## config.mk

```make
export PLATFORM = sky130hd
export DESIGN_NAME = multichannel_length_prefix_deframer
export DESIGN_NICKNAME = d
export VERILOG_FILES = /design/src/design/lpd_pkg.sv /design/src/design/lpd_fifo.sv /design/src/design/lpd_front.sv /design/src/design/lpd_back.sv /design/src/design/multichannel_length_prefix_deframer.sv
export SDC_FILE = /design/constraint.sdc
export NUM_CORES = 1
export LEC_CHECK = 0
export BUFFER_PORTS_ARGS = -buffer_cell sky130_fd_sc_hd__buf_4
export CORE_ASPECT_RATIO = 1.25
export CORE_MARGIN = 1.5
export CORE_UTILIZATION = 57
export DETAILED_ROUTE_END_ITERATION = 10
export PLACE_DENSITY_LB_ADDON = 0.15
export RECOVER_POWER = 100
export SYNTH_ARGS = -nofsm -noshare
export SYNTH_HDL_FRONTEND = slang
export SYNTH_SLANG_ARGS = --single-unit
```

## constraint.sdc

```tcl
create_clock -name clk_i -period 5.3 [get_ports clk_i]
set_input_delay 0.53 -clock clk_i [delete_from_list [all_inputs] [get_ports clk_i]]
set_output_delay 0.53 -clock clk_i [all_outputs]
set_load 0.005 [all_outputs]
```

## src/design/lpd_pkg.sv

```systemverilog
// Shared types and constants of the length-prefix deframer.
package lpd_pkg;

  // Field widths and the header length in bytes.
  localparam int unsigned ChannelW  = 4;
  localparam int unsigned ByteW     = 8;
  localparam int unsigned KindW     = 2;
  localparam int unsigned BodyLenW  = 13;
  localparam int unsigned LenAccW   = 32;
  localparam int unsigned HdrCntW   = 2;
  localparam int unsigned HdrBytes  = 4;

  // Number of channels that the channel field can name.
  localparam int unsigned ChannelSpan = 1 << ChannelW;

  // Default number of channels with state.
  localparam int unsigned ChannelsDef = 16;

  // Depths of the two queues.
  localparam int unsigned OpQDepth  = 2;
  localparam int unsigned ResQDepth = 2;

  // Configuration port.
  localparam int unsigned PAddrW = 3;
  localparam int unsigned PDataW = 32;
  localparam logic [BodyLenW-1:0] MaxBodyLenRst = BodyLenW'(4096);

  // Register indexes.
  typedef enum logic [PAddrW-3:0] {
    REG_MAX_BODY_LEN = 1'b0
  } reg_idx_e;

  // Input commands.
  typedef enum logic {
    CMD_DATA  = 1'b0,
    CMD_CLEAR = 1'b1
  } cmd_e;

  // Result kinds.
  typedef enum logic [KindW-1:0] {
    KIND_BODY     = 2'd0,
    KIND_EMPTY    = 2'd1,
    KIND_OVERSIZE = 2'd2
  } kind_e;

  // One operation passed from the front to the back.
  typedef struct packed {
    cmd_e                cmd;
    logic [ChannelW-1:0] channel;
    logic [ByteW-1:0]    data;
  } op_t;

  // One result item.
  typedef struct packed {
    logic [ChannelW-1:0] channel;
    kind_e               kind;
    logic [ByteW-1:0]    data;
    logic                last;
  } res_t;

endpackage

```

## src/design/lpd_fifo.sv

```systemverilog
// Small register queue with a registered head, used for both queues.
module lpd_fifo #(
  parameter int unsigned WIDTH = 8,
  parameter int unsigned DEPTH = 2
) (
  input  logic             clk_i,
  input  logic             rst_ni,
  input  logic             push_i,
  input  logic [WIDTH-1:0] data_i,
  output logic             full_o,
  input  logic             pop_i,
  output logic [WIDTH-1:0] data_o,
  output logic             empty_o
);

  localparam int unsigned PtrW = (DEPTH > 1) ? $clog2(DEPTH) : 1;
  localparam int unsigned CntW = $clog2(DEPTH + 1);

  logic [WIDTH-1:0] mem_q [DEPTH];
  logic [PtrW-1:0]  wr_ptr_q, wr_ptr_d;
  logic [PtrW-1:0]  rd_ptr_q, rd_ptr_d;
  logic [CntW-1:0]  count_q, count_d;
  logic             do_push, do_pop;

  assign full_o  = (count_q == CntW'(DEPTH));
  assign empty_o = (count_q == '0);
  assign data_o  = mem_q[rd_ptr_q];
  assign do_push = push_i && !full_o;
  assign do_pop  = pop_i && !empty_o;

  // Pointer and fill count updates.
  always_comb begin
    wr_ptr_d = wr_ptr_q;
    rd_ptr_d = rd_ptr_q;
    count_d  = count_q;
    if (do_push) begin
      wr_ptr_d = (wr_ptr_q == PtrW'(DEPTH - 1)) ? '0 : wr_ptr_q + 1'b1;
    end
    if (do_pop) begin
      rd_ptr_d = (rd_ptr_q == PtrW'(DEPTH - 1)) ? '0 : rd_ptr_q + 1'b1;
    end
    if (do_push && !do_pop) begin
      count_d = count_q + 1'b1;
    end else if (do_pop && !do_push) begin
      count_d = count_q - 1'b1;
    end
  end

  always_ff @(posedge clk_i or negedge rst_ni) begin
    if (!rst_ni) begin
      wr_ptr_q <= '0;
      rd_ptr_q <= '0;
      count_q  <= '0;
    end else begin
      wr_ptr_q <= wr_ptr_d;
      rd_ptr_q <= rd_ptr_d;
      count_q  <= count_d;
    end
  end

  // Entry storage needs no reset.
  always_ff @(posedge clk_i) begin
    if (do_push) begin
      mem_q[wr_ptr_q] <= data_i;
    end
  end

endmodule

```

## src/design/lpd_front.sv

```systemverilog
// Front part: accepts input beats, drops absent channels and queues operations.
module lpd_front #(
  parameter int unsigned CHANNELS = lpd_pkg::ChannelsDef
) (
  input  logic                         clk_i,
  input  logic                         rst_ni,
  input  logic                         push,
  output logic                         full,
  input  logic                         command_i,
  input  logic [lpd_pkg::ChannelW-1:0] channel_i,
  input  logic [lpd_pkg::ByteW-1:0]    data_byte_i,
  output lpd_pkg::op_t                 op_o,
  output logic                         op_valid_o,
  input  logic                         op_pop_i
);
  import lpd_pkg::*;

  localparam int unsigned CmpW = $clog2(ChannelSpan + 1) + 11;

  op_t  op_in;
  op_t  op_head;
  logic present;
  logic op_empty;

  // A channel index at or above the channel count has no state and is dropped.
  assign present = (CmpW'(channel_i) < CmpW'(CHANNELS));

  assign op_in.cmd     = cmd_e'(command_i);
  assign op_in.channel = channel_i;
  assign op_in.data    = data_byte_i;

  lpd_fifo #(
    .WIDTH ($bits(op_t)),
    .DEPTH (OpQDepth)
  ) u_op_q (
    .clk_i   (clk_i),
    .rst_ni  (rst_ni),
    .push_i  (push && present),
    .data_i  (op_in),
    .full_o  (full),
    .pop_i   (op_pop_i),
    .data_o  (op_head),
    .empty_o (op_empty)
  );

  assign op_o       = op_head;
  assign op_valid_o = !op_empty;

endmodule

```

## src/design/lpd_back.sv

```systemverilog
// Back part: per-channel header and body tracking, and the result queue.
module lpd_back #(
  parameter int unsigned CHANNELS = lpd_pkg::ChannelsDef
) (
  input  logic                         clk_i,
  input  logic                         rst_ni,
  input  lpd_pkg::op_t                 op_i,
  input  logic                         op_valid_i,
  output logic                         op_pop_o,
  input  logic [lpd_pkg::BodyLenW-1:0] max_body_len_i,
  output lpd_pkg::res_t                res_o,
  output logic                         empty,
  input  logic                         pop
);
  import lpd_pkg::*;

  // Only channels that the channel field can name get state.
  localparam int unsigned Depth = (CHANNELS < ChannelSpan) ? CHANNELS : ChannelSpan;
  localparam int unsigned IdxW  = (Depth > 1) ? $clog2(Depth) : 1;

  logic [HdrCntW-1:0]  hdr_cnt_q   [Depth];
  logic [LenAccW-1:0]  len_acc_q   [Depth];
  logic [BodyLenW-1:0] body_left_q [Depth];
  logic                blocked_q   [Depth];

  logic [IdxW-1:0]     idx;
  logic [HdrCntW-1:0]  hdr_cnt_cur, hdr_cnt_d;
  logic [LenAccW-1:0]  len_acc_cur, len_acc_d, len_new;
  logic [BodyLenW-1:0] body_left_cur, body_left_d;
  logic                blocked_cur, blocked_d;
  logic                fire;
  logic                res_valid;
  logic                res_full;
  res_t                res_d;

  assign idx           = op_i.channel[IdxW-1:0];
  assign hdr_cnt_cur   = hdr_cnt_q[idx];
  assign len_acc_cur   = len_acc_q[idx];
  assign body_left_cur = body_left_q[idx];
  assign blocked_cur   = blocked_q[idx];
  assign len_new       = {len_acc_cur[LenAccW-ByteW-1:0], op_i.data};

  // An operation executes when the result queue has room for its result.
  assign fire     = op_valid_i && !res_full;
  assign op_pop_o = fire;

  // Next state of the addressed channel and the result it gives.
  always_comb begin
    hdr_cnt_d     = hdr_cnt_cur;
    len_acc_d     = len_acc_cur;
    body_left_d   = body_left_cur;
    blocked_d     = blocked_cur;
    res_valid     = 1'b0;
    res_d.channel = op_i.channel;
    res_d.kind    = KIND_BODY;
    res_d.data    = '0;
    res_d.last    = 1'b0;
    if (op_i.cmd == CMD_CLEAR) begin
      hdr_cnt_d   = '0;
      len_acc_d   = '0;
      body_left_d = '0;
      blocked_d   = 1'b0;
    end else if (blocked_cur) begin
      // A blocked channel drops its bytes.
    end else if (body_left_cur != '0) begin
      body_left_d = body_left_cur - 1'b1;
      res_valid   = 1'b1;
      res_d.data  = op_i.data;
      res_d.last  = (body_left_cur == BodyLenW'(1));
    end else if (hdr_cnt_cur != HdrCntW'(HdrBytes - 1)) begin
      hdr_cnt_d = hdr_cnt_cur + 1'b1;
      len_acc_d = len_new;
    end else begin
      // The header is complete: check the length.
      hdr_cnt_d = '0;
      len_acc_d = '0;
      res_valid = 1'b1;
      if (len_new > LenAccW'(max_body_len_i)) begin
        blocked_d  = 1'b1;
        res_d.kind = KIND_OVERSIZE;
      end else if (len_new == '0) begin
        res_d.kind = KIND_EMPTY;
        res_d.last = 1'b1;
      end else begin
        res_valid   = 1'b0;
        body_left_d = len_new[BodyLenW-1:0];
      end
    end
  end

  // Per-channel state table.
  always_ff @(posedge clk_i or negedge rst_ni) begin
    if (!rst_ni) begin
      for (int i = 0; i < Depth; i++) begin
        hdr_cnt_q[i]   <= '0;
        len_acc_q[i]   <= '0;
        body_left_q[i] <= '0;
        blocked_q[i]   <= 1'b0;
      end
    end else if (fire) begin
      hdr_cnt_q[idx]   <= hdr_cnt_d;
      len_acc_q[idx]   <= len_acc_d;
      body_left_q[idx] <= body_left_d;
      blocked_q[idx]   <= blocked_d;
    end
  end

  // Results wait here for the receiver.
  lpd_fifo #(
    .WIDTH ($bits(res_t)),
    .DEPTH (ResQDepth)
  ) u_res_q (
    .clk_i   (clk_i),
    .rst_ni  (rst_ni),
    .push_i  (fire && res_valid),
    .data_i  (res_d),
    .full_o  (res_full),
    .pop_i   (pop),
    .data_o  (res_o),
    .empty_o (empty)
  );

endmodule

```

## src/design/multichannel_length_prefix_deframer.sv

```systemverilog
// Top level of the multichannel length-prefix deframer.
//
// Input beats arrive through a queue-style port (push/full): each beat is a
// received byte or a clear command for one channel. Every channel carries
// messages that open with a 4-byte big-endian body length. Header bytes give
// no result; a zero length gives an empty-message marker; body bytes are
// passed out with last set on the final one; an oversize length gives one
// error result and blocks the channel until it is cleared.
// Results leave through a queue-style port (empty/pop).
// An accepted beat is registered in the operation queue; the back part then
// executes it and registers any result in the result queue. One beat is
// taken every cycle while full is low; the back part reads and writes channel
// state in the same cycle, so back-to-back beats on one channel need no stall.
// If the receiver stops popping, the result queue fills, the back part stops
// and the operation queue then raises full.
// Reset clears all channel state and both queues and sets max_body_len to
// 4096. The register sits at byte address 0 of the APB port.
module multichannel_length_prefix_deframer #(
  parameter int unsigned CHANNELS = lpd_pkg::ChannelsDef
) (
  input  logic                         clk_i,
  input  logic                         rst_ni,
  // Input queue port.
  input  logic                         push,
  output logic                         full,
  input  logic                         command_i,
  input  logic [lpd_pkg::ChannelW-1:0] channel_i,
  input  logic [lpd_pkg::ByteW-1:0]    data_byte_i,
  // Result queue port.
  output logic                         empty,
  input  logic                         pop,
  output logic [lpd_pkg::ChannelW-1:0] out_channel_o,
  output logic [lpd_pkg::KindW-1:0]    kind_o,
  output logic [lpd_pkg::ByteW-1:0]    out_byte_o,
  output logic                         last_o,
  // Configuration port.
  input  logic                         psel,
  input  logic                         penable,
  input  logic                         pwrite,
  input  logic [lpd_pkg::PAddrW-1:0]   paddr,
  input  logic [lpd_pkg::PDataW-1:0]   pwdata,
  output logic [lpd_pkg::PDataW-1:0]   prdata,
  output logic                         pready
);
  import lpd_pkg::*;

  logic [BodyLenW-1:0] max_body_len_q;
  logic                cfg_wr;
  reg_idx_e            reg_idx;
  op_t                 op;
  logic                op_valid;
  logic                op_pop;
  res_t                res;

  // Configuration register.
  assign pready  = 1'b1;
  assign reg_idx = reg_idx_e'(paddr[PAddrW-1:2]);
  assign cfg_wr  = psel && penable && pwrite && pready;

  always_ff @(posedge clk_i or negedge rst_ni) begin
    if (!rst_ni) begin
      max_body_len_q <= MaxBodyLenRst;
    end else if (cfg_wr && (reg_idx == REG_MAX_BODY_LEN)) begin
      max_body_len_q <= pwdata[BodyLenW-1:0];
    end
  end

  assign prdata = (reg_idx == REG_MAX_BODY_LEN) ? PDataW'(max_body_len_q) : '0;

  lpd_front #(
    .CHANNELS (CHANNELS)
  ) u_front (
    .clk_i       (clk_i),
    .rst_ni      (rst_ni),
    .push        (push),
    .full        (full),
    .command_i   (command_i),
    .channel_i   (channel_i),
    .data_byte_i (data_byte_i),
    .op_o        (op),
    .op_valid_o  (op_valid),
    .op_pop_i    (op_pop)
  );

  lpd_back #(
    .CHANNELS (CHANNELS)
  ) u_back (
    .clk_i          (clk_i),
    .rst_ni         (rst_ni),
    .op_i           (op),
    .op_valid_i     (op_valid),
    .op_pop_o       (op_pop),
    .max_body_len_i (max_body_len_q),
    .res_o          (res),
    .empty          (empty),
    .pop            (pop)
  );

  assign out_channel_o = res.channel;
  assign kind_o        = res.kind;
  assign out_byte_o    = res.data;
  assign last_o        = res.last;

  // An error result carries no byte and does not end a message.
  a_oversize_fields : assert property (@(posedge clk_i) disable iff (!rst_ni)
    (!empty && (kind_o == KIND_OVERSIZE)) |-> (!last_o && (out_byte_o == '0)))
    else $error("oversize result with byte or last set");

  // An empty-message marker always ends a message and carries no byte.
  a_empty_fields : assert property (@(posedge clk_i) disable iff (!rst_ni)
    (!empty && (kind_o == KIND_EMPTY)) |-> (last_o && (out_byte_o == '0)))
    else $error("empty-message marker malformed");

  // Only defined result kinds reach the output.
  a_kind_defined : assert property (@(posedge clk_i) disable iff (!rst_ni)
    !empty |-> ((kind_o == KIND_BODY) || (kind_o == KIND_EMPTY) ||
                (kind_o == KIND_OVERSIZE)))
    else $error("undefined result kind");

  // The back part never executes an operation that is not there.
  a_op_pop_valid : assert property (@(posedge clk_i) disable iff (!rst_ni)
    op_pop |-> op_valid)
    else $error("operation popped from empty queue");

endmodule
```

# After elaboration in Yosys (flattened, before gate mapping)
# Memory sizes are Yosys's and may differ from the RTL's.
# Index checks and enable logic that the tools add are counted.
# op_classes
add_sub_neg	10
n_mul	0
div_mod_pow	0
order_cmp	3
n_eq_ne	4
n_shift	0
n_mux	72
bitwise	2
n_reduce_logical	28
# ops
cell	count
bitwise mux 512 bit	1
2-to-1 mux 32 bit	7
bitwise mux 208 bit	1
2-to-1 mux 13 bit	10
binary-select mux 32 bit (select 4 bit)	1
demux 32 bit (select 4 bit)	1
binary-select mux 13 bit (select 4 bit)	1
demux 13 bit (select 4 bit)	1
bitwise mux 32 bit	1
greater-than comparator 32 x 13 -> 1 bit	1
zero test 32 bit	1
2-to-1 mux 2 bit	14
2-to-1 mux 1 bit	26
2-to-1 mux 11 bit	2
bitwise mux 16 bit	1
logical AND 1 bit	14
== test 13 x 1 -> 1 bit (second input constant)	1
nonzero test 13 bit	1
subtractor 13 x 1 -> 13 bit (second input constant)	1
binary-select mux 2 bit (select 4 bit)	1
demux 2 bit (select 4 bit)	1
zero test 1 bit	8
2-to-1 mux 8 bit	1
adder 2 x 1 -> 2 bit (second input constant)	3
other kinds (12)	19
# word_totals
ff_bits	789
latch_bits	0
mem_bits_rw	56
rom_bits	0
inputBits	55
out_inout_bits	50
elab_cells	192
memories	2
# memory_table
name	depth	word_bits	read_ports	rd_ports_with_merged_regs	wr	line_no	source
u_back.u_res_q.mem_q	2	15	1	0	1	lpd_fifo.sv:19	logic [WIDTH-1:0] mem_q [DEPTH];
u_front.u_op_q.mem_q	2	13	1	0	1	lpd_fifo.sv:19	

# Depth between registers and ports, before layout
# Gate-level depths: netlist of the first run.
# An unclocked memory read counts as a cell.
# depth
depth_word	18
ltp_mapped	22
depth_no_buf	19

# Hierarchy
# Synthesis of the first run repeated with hierarchy kept, for this count alone.
# unflattened
hier_cells	2818
area_unflattened_um2	32753.9
# modules_own_cells
module	instances	cells_per_inst	area_per_inst_um2	seq_area_each_um2
lpd_back	1	2628	29458.3	16015.4
lpd_fifo (u_back.u_res_q)	1	66	1331.3	1001.0
lpd_fifo (u_front.u_op_q)	1	59	1168.6	880.8
multichannel_length_prefix_deframer	1	64	792.0	326.6
lpd_front	1	1	3.8	0.0

# Least setup slack after synthesis of the first run
# OpenSTA, ideal clock, no wires.
# synth_timing
kind	flip-flop to flip-flop
startpoint	register u_front.u_op_q.rd_ptr_q
endpoint	memory u_back.u_res_q.mem_q[0][0] in the netlist's numbering, enable pin
setup_time_ns	0.388
t_arrival_ns	4.730
required_ns	4.912
slack_ns	0.182
stages_incl_launch_ff	20
path_buffers	9
period_less_slack_ns	5.118
cell_sequence	dfrtp_1 -> buf_6 -> mux2i_4 -> inv_4 -> buf_8 -> buf_6 -> buf_6 -> buf_6 -> buf_6 -> buf_2 -> mux4_2 -> nand2_1 -> and3_1 -> a31oi_1 -> ha_1 -> clkbuf_1 -> clkbuf_1 -> o21ai_0 -> a211oi_1 -> nor2b_1
# synth_lines
item	line_no	source
from (decl)	lpd_fifo.sv:21	logic [PtrW-1:0] rd_ptr_q, rd_ptr_d;
from (signal assigned)	lpd_fifo.sv:56	rd_ptr_q <= rd_ptr_d;
to (decl)	lpd_fifo.sv:19	

# Worst setup path in the final report of the first run
# layout_timing
startpoint	register u_front.u_op_q.rd_ptr_q
endpoint	register u_back.len_acc_q[73] in the netlist's numbering
# layout_between
elab_chain_cells	11
word_cells_on_any_way	26
cone_classes	2 x order compare; 1 x eq/ne; 19 x mux; 1 x bitwise; 2 x reduce/logical; 1 x memory
# layout_rtl
item	line_no	source
memory read (2 x 13 bit) (*)	--	
inverter 4 -> 5 bit (implied by the code)	--	
binary-select mux 2 bit (select 4 bit)	lpd_back.sv:37	assign hdr_cnt_cur = hdr_cnt_q[idx];
2-to-1 mux 2 bit (implied by the code) (2 in a row)	lpd_back.sv:37	
inequality test 2 bit	lpd_back.sv:70	end else if (hdr_cnt_cur != HdrCntW'(HdrBytes - 1)) begin
2-to-1 mux 32 bit	lpd_back.sv:70	
2-to-1 mux 32 bit	lpd_back.sv:65	end else if (body_left_cur != '0) begin
2-to-1 mux 32 bit	lpd_back.sv:63	end else if (blocked_cur) begin
2-to-1 mux 32 bit	lpd_back.sv:58	if (op_i.cmd == CMD_CLEAR) begin
bitwise mux 512 bit (*)	lpd_back.sv:102	len_acc_q[idx] <= len_acc_d;
to (signal, indexed assignment)	lpd_back.sv:102	
to (decl)	lpd_back.sv:22	logic [LenAccW-1:0] len_acc_q [Depth];
# Mark *: on every way between the ends. The rest lies on a longest branch, timed or not. The select of a mux whose other input is x is not followed.
# A chain may end at the register's enable or synchronous reset.

==> results of run 1 <==
[kinds of logic (layout without fill, tap and decap cells)]
kind of cell / Yosys count / count (layout) / share of synthesized area, %
AO/OA/AOI/OAI: 1114 / 1114 / 21.5
XOR/XNOR: 10 / 10 / 0.253
adder cells (fa/ha/maj): 18 / 18 / 0.650
buffers and inverters: 389 / 395 / 5.10
flip-flops: 717 / 717 / 52.6
multiplexers: 211 / 211 / 8.28
other: 2 / 21 / 0.0217
AND/OR/NAND/NOR: 918 / 918 / 11.6
[power groups by stage]
stage,clock [W],sequential [W],combinational [W]
floorplan,0,0.00795,0.00710
global placement,0,0.00814,0.0105
detailed placement,0,0.00825,0.0107
CTS,0.00510,0.00817,0.0108
global route,0.00532,0.00837,0.0117
finish,0.00504,0.00820,0.0109
[layout make-up]
class	count	area, µm²
timing repair buffer	227	1900
fill	4803	21400
antenna	1	2.50
clock inverter	32	221
multi-input combinational	2291	14800
clock buffer	102	2120
sequential	717	18200
inverter	34	133
tap	765	957
[stage by stage]
stage,total power (W),utilization [%],cells,setup slack (ns)
4_1_cts,0.0240,64.4,4168,0.0906
3_5_place_dp,0.0190,60.5,4033,0.118
2_1_floorplan,0.0150,-,3397,0.182
3_3_place_gp,0.0186,60.5,4033,0.159
6_report,0.0242,64.2,4169,0.0155
5_1_grt,0.0254,64.2,4168,-0.134
[path summary, 6_finish.rpt]
| check | endpoint | start | depth (start not counted) |
|---|---|---|---|
| max | u_back.len_acc_q[73] | u_front.u_op_q.rd_ptr_q | 15 |
| min | u_front.u_op_q.mem_q[0][3] | data_byte_i[3] | 1 |
| max reg2reg | u_back.len_acc_q[73] | u_front.u_op_q.rd_ptr_q | 15 |
| min reg2reg | u_back.len_acc_q[428] | u_back.len_acc_q[428] | 2 |
| max in group asynchronous | u_back.len_acc_q[143] | rst_ni | 3 |
| min in group asynchronous | max_body_len_q[2] | rst_ni | 2 |
[worst max-delay path: stages (launching register included)]
cell	delay [ns]
dfrtp_1	0.50
buf_4	0.27
and3b_2	0.41
buf_12	0.25
o21ai_0	0.18
a41oi_1	0.13
or4_1	0.57
inv_1	0.14
ha_1	0.27
inv_1	0.17
nor4_4	0.44
nand4_4	0.33
nor3b_1	0.87
a21oi_1	0.10
buf_4	0.25
o31ai_1	0.25
[registers in the layout (all words and copies together) (netlist names)]
| name | count |
|---|---|
| u_back.u_res_q.mem_q | 30 |
| u_front.u_op_q.rd_ptr_q | 1 |
| u_front.u_op_q.mem_q | 26 |
| u_back.hdr_cnt_q | 32 |
| u_back.u_res_q.count_q | 2 |
| u_back.u_res_q.rd_ptr_q | 1 |
| u_front.u_op_q.wr_ptr_q | 1 |
| u_back.blocked_q | 16 |
| max_body_len_q | 13 |
| u_back.body_left_q | 208 |
| u_back.len_acc_q | 384 |
| u_front.u_op_q.count_q | 2 |
| u_back.u_res_q.wr_ptr_q | 1 |
[routing by layer]
layer / vias up / GRT usage, % / wire (µm)
li1: 12300 / - / -
met5: - / 0 / 0
met1: 14000 / 45.2 / 41700
met3: 340 / 4.91 / 8310
met2: 1412 / 55.5 / 51000
met4: 0 / 18.5 / 5270
[cell usage after synthesis (all sizes together) (6+ instances only)]
cell type  instances
nor3b             21
or3                8
nor2             150
nand3              8
or4               19
and3              10
edfxtp            56
nor3              29
nor4              22
xnor2              6
o21ai            350
ha                18
mux2              79
dfrtp            660
o31ai            416
clkbuf           259
inv               34
a21oi             51
a41o              24
o21bai            62
nand2            606
a31oi             89
o22ai             37
mux2i             83
a41oi             52
nand4             17
mux4              49
buf               96
[repair_timing]
| action | 4_1_cts | 5_1_grt |
|---|---|---|
| setup endpoints to repair | 0 | 172 |
| hold buffers | 1 | 0 |
| buffers inserted | 0 | 0 |
| resized for setup | 0 | 4 |
| endpoints found under the hold margin | 12 | 0 |
==> run_results.csv, run 1 <==
group,metric,value,unit
drt,via_per_inst,6.73,
die,core,0.0598,mm²
die,start_util,57.9,%
die,ioPinCount,105,
sta,max_freq,189,MHz
worst_setup_path,cp-start-kind,"register",
clocking,clk_pin_slew_worst_paths,0.06,ns
sta,clock_skew,0.0244,ns
pwr,clkPwrFrac,20.9,%
sta,finalSetupTns,0,ns
sta,period_minus_slack,5.28,ns
drt,vias,28100,
synthesis,synth-edff-count,56,
worst_setup_path,path_max_fanout,26,
sta,rsz0062_at_grt,"true",
drt,drc,0,
grt,grt_overflow,0,
die,die_w,223,µm
sta,fin_crit_sh,99.7,%
clocking,cts_tree,"built",
drt,drt_first_pass_iters,5,
worst_setup_path,crit_type,"reg -> reg",
pwr,p_sw_share,42.9,%
worst_setup_path,reg2reg_slack,0.02,ns
die,die_h,279,µm
synthesis,synthArstFlopShare,92.2,%
sta,setup_viol,0,
hold_path,hold_path.class,"in -> reg",
clocking,htree_levels,3,
pwr,power_frac_seq,33.9,%
synthesis,synth_top_cell_by_area,"dfrtp_1",
clocking,cts_made_buffers,73,
worst_setup_path,worstPathRequired,5.80,ns
clocking,cts.path.max_buffers,3,
layout,final_cell_mix,"dfrtp_1 (660), nand2_1 (590), o31ai_1 (416)",
grt,grt_pass1_vias,27900,
synthesis,ys_seq_area_share,52.6,%
sta,slew_headroom,-97.7,%
synthesis,syn_inst,3379,
pwr,p_comb_share,45.2,%
place,dpl-instance-area,0.0362,mm²
drt,drtAntennaViolNets,0,
grt,grt_pass1_wl,164000,µm
pwr,power_density,630,mW/mm²
layout,fin_area,0.0384,mm²
pwr,power.leakage,16.0,nW
layout,drive_above_1_share,15.2,%
drt,wire_per_inst,25.5,µm
grt,antenna_found_initial,0,
sta,drv_slew,568,
clocking,cts.sinks,717,
job,max_cap_violations,5,
die,dieArea,0.0623,mm²
synthesis,yosysWarnings,0,
place,port_buffers,63,
grt,grt_max_degree,283,
pwr,p_int,0.0138,W
clocking,root_buffer,"clkbuf_16",
synthesis,yosys.area.top_type_share,47.7,%
synthesis,syn_avg_cell_area,10.3,µm²
die,rows,100,
layout,final_common_cell,"dfrtp_1",
pwr,power_switching,0.0104,W
layout,finalNetCount,3417,
synthesis,synth_area,0.0346,mm²
status,status,"finished with violations",
drt,drtIter0Drc,3274,
layout,area_growth_syn_to_layout,10.9,%
place,hpwl,63500,µm
sta,whs,0.108,ns
sta,tightest_slew,2.97,ns
synthesis,synth_cell_types,84,
synthesis,ys_top_cells_by_area,"dfrtp_1 (48%), o31ai_1 (9.0%), nand2_1 (6.6%), edfxtp_1 (4.9%), o21ai_0 (4.8%)",
drt,finalWirelength,106000,µm
sta,final_hold_viol_count,0,
pwr,peakVddDrop,0.000444,V
status,violations,"capacitance limit, slew limit",
grt,grt_util_all_layers,34.4,%
synthesis,ys.flop_type,"dfrtp_1",
synthesis,synth_seq_cells,717,
worst_setup_path,cp-end-kind,"register",
clocking,clk_latency,0.64,ns
worst_setup_path,arrival,5.79,ns
place,routabilityCongestion,0.936,
(Power assumes the default switching activity.)
==> run 2, diff against run 1 <==
- CORE_UTILIZATION: 57 -> 59
- GPL_TIMING_DRIVEN: not set -> 0
- clock period: 5.3 -> 6.3 ns (I/O delays scaled with it)
==> run 2 against run 1 <==
  * The flow still finishes with violations (capacitance limit, slew limit)
  * Die area shrank 3.3%
  * Sequential power shrank 14%
  * Flip-flop and latch count is the same
  * Clock skew grew 0.0064 ns
  * Wire length grew 41%
  * Worst setup slack gained 0.029 ns
  * Clock-buffer cell count shrank 1
  * Fmax shrank 16%
  * Core utilization grew 3.5 points
  * Power shrank 7.1%
  * Non-clock buffer count grew 205
==> run_results.csv, run 2 (synthesis gave the netlist of run 1 again) <==
group,metric,value,unit
sta,drv_slew,200,
grt,grt_util_all_layers,50.4,%
sta,clock_skew,0.0308,ns
clocking,cts.path.max_buffers,3,
place,hpwl,107000,µm
pwr,power_density,570,mW/mm²
hold_path,hold_path.class,"in -> reg",
sta,tightest_slew,3.89,ns
die,die_w,220,µm
layout,finalNetCount,3622,
layout,reg.largest.list,"u_back.len_acc_q (384), u_back.body_left_q (208), u_back.hdr_cnt_q (32)",
status,status,"finished with violations",
worst_setup_path,arrival,6.82,ns
layout,final_common_cell,"dfrtp_1",
grt,grt_pass1_vias,31400,
worst_setup_path,crit_type,"reg -> reg",
job,max_cap_violations,2,
clocking,clk_pin_slew_worst_paths,0.06,ns
clocking,cts_tree,"built",
drt,wire_per_inst,34.2,µm
grt,grt_overflow,0,
die,ioPinCount,105,
worst_setup_path,cp-end-kind,"register",
pwr,p_sw_share,47.1,%
sta,rsz0062_at_grt,"true",
drt,via_per_inst,7.27,
pwr,p_comb_share,47.9,%
drt,finalWirelength,150000,µm
clocking,clk_latency,0.65,ns
drt,drtAntennaViolNets,0,
pwr,power_switching,0.0106,W
die,rows,99,
grt,antenna_found_initial,13,
status,violations,"capacitance limit, slew limit",
die,core,0.0582,mm²
layout,n_fill_cell,4632,
pwr,p_int,0.0119,W
die,start_util,59.5,%
sta,final_hold_viol_count,0,
grt,grt_max_degree,131,
layout,top_register,"u_back.len_acc_q",
pwr,peakVddDrop,0.000412,V
layout,drive_above_1_share,14.4,%
place,port_buffers,63,
worst_setup_path,cp-start-kind,"register",
sta,slew_headroom,-159,%
clocking,cts_made_buffers,73,
drt,drc,0,
place,routabilityCongestion,1.09,
worst_setup_path,reg2reg_slack,0.04,ns
clocking,cts.sinks,717,
drt,vias,31800,
clocking,root_buffer,"clkbuf_16",
drt,drt_first_pass_iters,7,
die,dieArea,0.0602,mm²
layout,area_growth_syn_to_layout,13.8,%
worst_setup_path,worstPathRequired,6.87,ns
pwr,power.leakage,16.3,nW
pwr,power_frac_seq,31.3,%
grt,grt_pass1_wl,214000,µm
sta,period_minus_slack,6.26,ns
drt,drtIter0Drc,4536,
sta,setup_viol,0,
layout,largest_reg_flops,384,
worst_setup_path,path_max_fanout,10,
place,dpl-instance-area,0.0363,mm²
clocking,htree_levels,3,
sta,fin_crit_sh,99.3,%
die,die_h,274,µm
layout,final_cell_mix,"dfrtp_1 (660), nand2_1 (606), o31ai_1 (416)",
pwr,power,0.0225,W
sta,max_freq,160,MHz
layout,fin_area,0.0394,mm²
pwr,clkPwrFrac,20.8,%
-- run 2: cell count changes in the layout (fill, tap and decap cells not counted), sizes merged --
cell / delta
buf: -43
bufinv: +8
clkbuf: +247
clkinv: +1
clkinvlp: -6
diode: +7
inv: -2
-- run 2: what timing repair did --
item / 4_1_cts / 5_1_grt
endpoints found under the setup margin: 673 / 549
hold buffers: 1 / 0
gates resized for setup: 50 / 107
pin swaps: 1 / 4
hold endpoints to repair: 4 / 0
buffers inserted: 4 / 4
-- run 2: routing by layer --
metal  routed length, µm  global-route usage, %  vias up  share of wire, %
met5                  71                      0        -             0.047
met2               66000                   74.4     2551                44
met1               48100                   56.4    15600                32
li1                    -                      -    12700                 -
met4               17700                   49.0       10                12
met3               17600                   17.2      853                12
-- run 2: cell type report --
type | count | area, µm² | share of cell area [%]
clock buffer | 101 | 2100 | 5.34
multi-input combinational | 2291 | 15200 | 38.6
sequential | 717 | 18200 | 46.2
buffer | 351 | 1690 | 4.29
inverter | 34 | 130 | 0.330
antenna | 8 | 20.0 | 0.0508
clock inverter | 33 | 419 | 1.06
timing repair buffer | 81 | 658 | 1.67
tap | 757 | 947 | 2.40
-- run 2: critical path, stage by stage (launching register included) --
cell      delay, ns
edfxtp_1       0.59
and3b_1        0.33
clkbuf_1       0.30
clkbuf_2       0.33
clkbuf_2       0.43
o21bai_1       0.25
a41oi_1        0.33
nor4_1         1.25
nor4_2         0.10
buf_4          0.23
o211ai_1       0.29
nor4_1         0.19
o41ai_4        0.85
clkbuf_1       0.43
mux2_2         0.25
-- run 2: through the flow --
| stage | worst slack (ns) | std cells | utilization [%] | setup TNS [ns] | hold WS (ns) |
|---|---|---|---|---|---|
| after detailed placement | -1.80 | 4226 | 62.4 | -389.80 | 0.458 |
| after global placement | -2.53 | 4217 | 62.1 | -2010.72 | 0.452 |
| after floorplan | 1.18 | 3397 | - | 0 | 0.334 |
| after global routing | -0.0134 | 4368 | 67.7 | -0.0256 | 0.216 |
| final | 0.0444 | 4373 | 67.7 | 0 | 0.214 |
| after CTS | 0.00000577 | 4362 | 67.1 | 0 | 0.180 |
-- run 2: power by group through the flow --
| stage | sequential (W) | clock (W) | combinational (W) |
|---|---|---|---|
| after floorplan | 0.00669 | 0 | 0.00597 |
| after global placement | 0.00695 | 0 | 0.00953 |
| after detailed placement | 0.00704 | 0 | 0.00981 |
| after CTS | 0.00696 | 0.00463 | 0.00998 |
| after global routing | 0.00713 | 0.00479 | 0.0111 |
| final | 0.00703 | 0.00467 | 0.0108 |
-- run 2: worst paths after layout --
path                                       startpoint                    endpoint  depth (start not counted)
max                        u_front.u_op_q.mem_q[1][9]      u_back.body_left_q[79]                         14
min                                      channel_i[0]  u_front.u_op_q.mem_q[0][8]                          1
max reg2reg                u_front.u_op_q.mem_q[1][9]      u_back.body_left_q[79]                         14
min reg2reg                      u_back.len_acc_q[66]        u_back.len_acc_q[66]                          2
max in group asynchronous                      rst_ni       u_back.len_acc_q[365]                          6
min in group asynchronous                      rst_ni   u_back.u_res_q.count_q[0]                          2
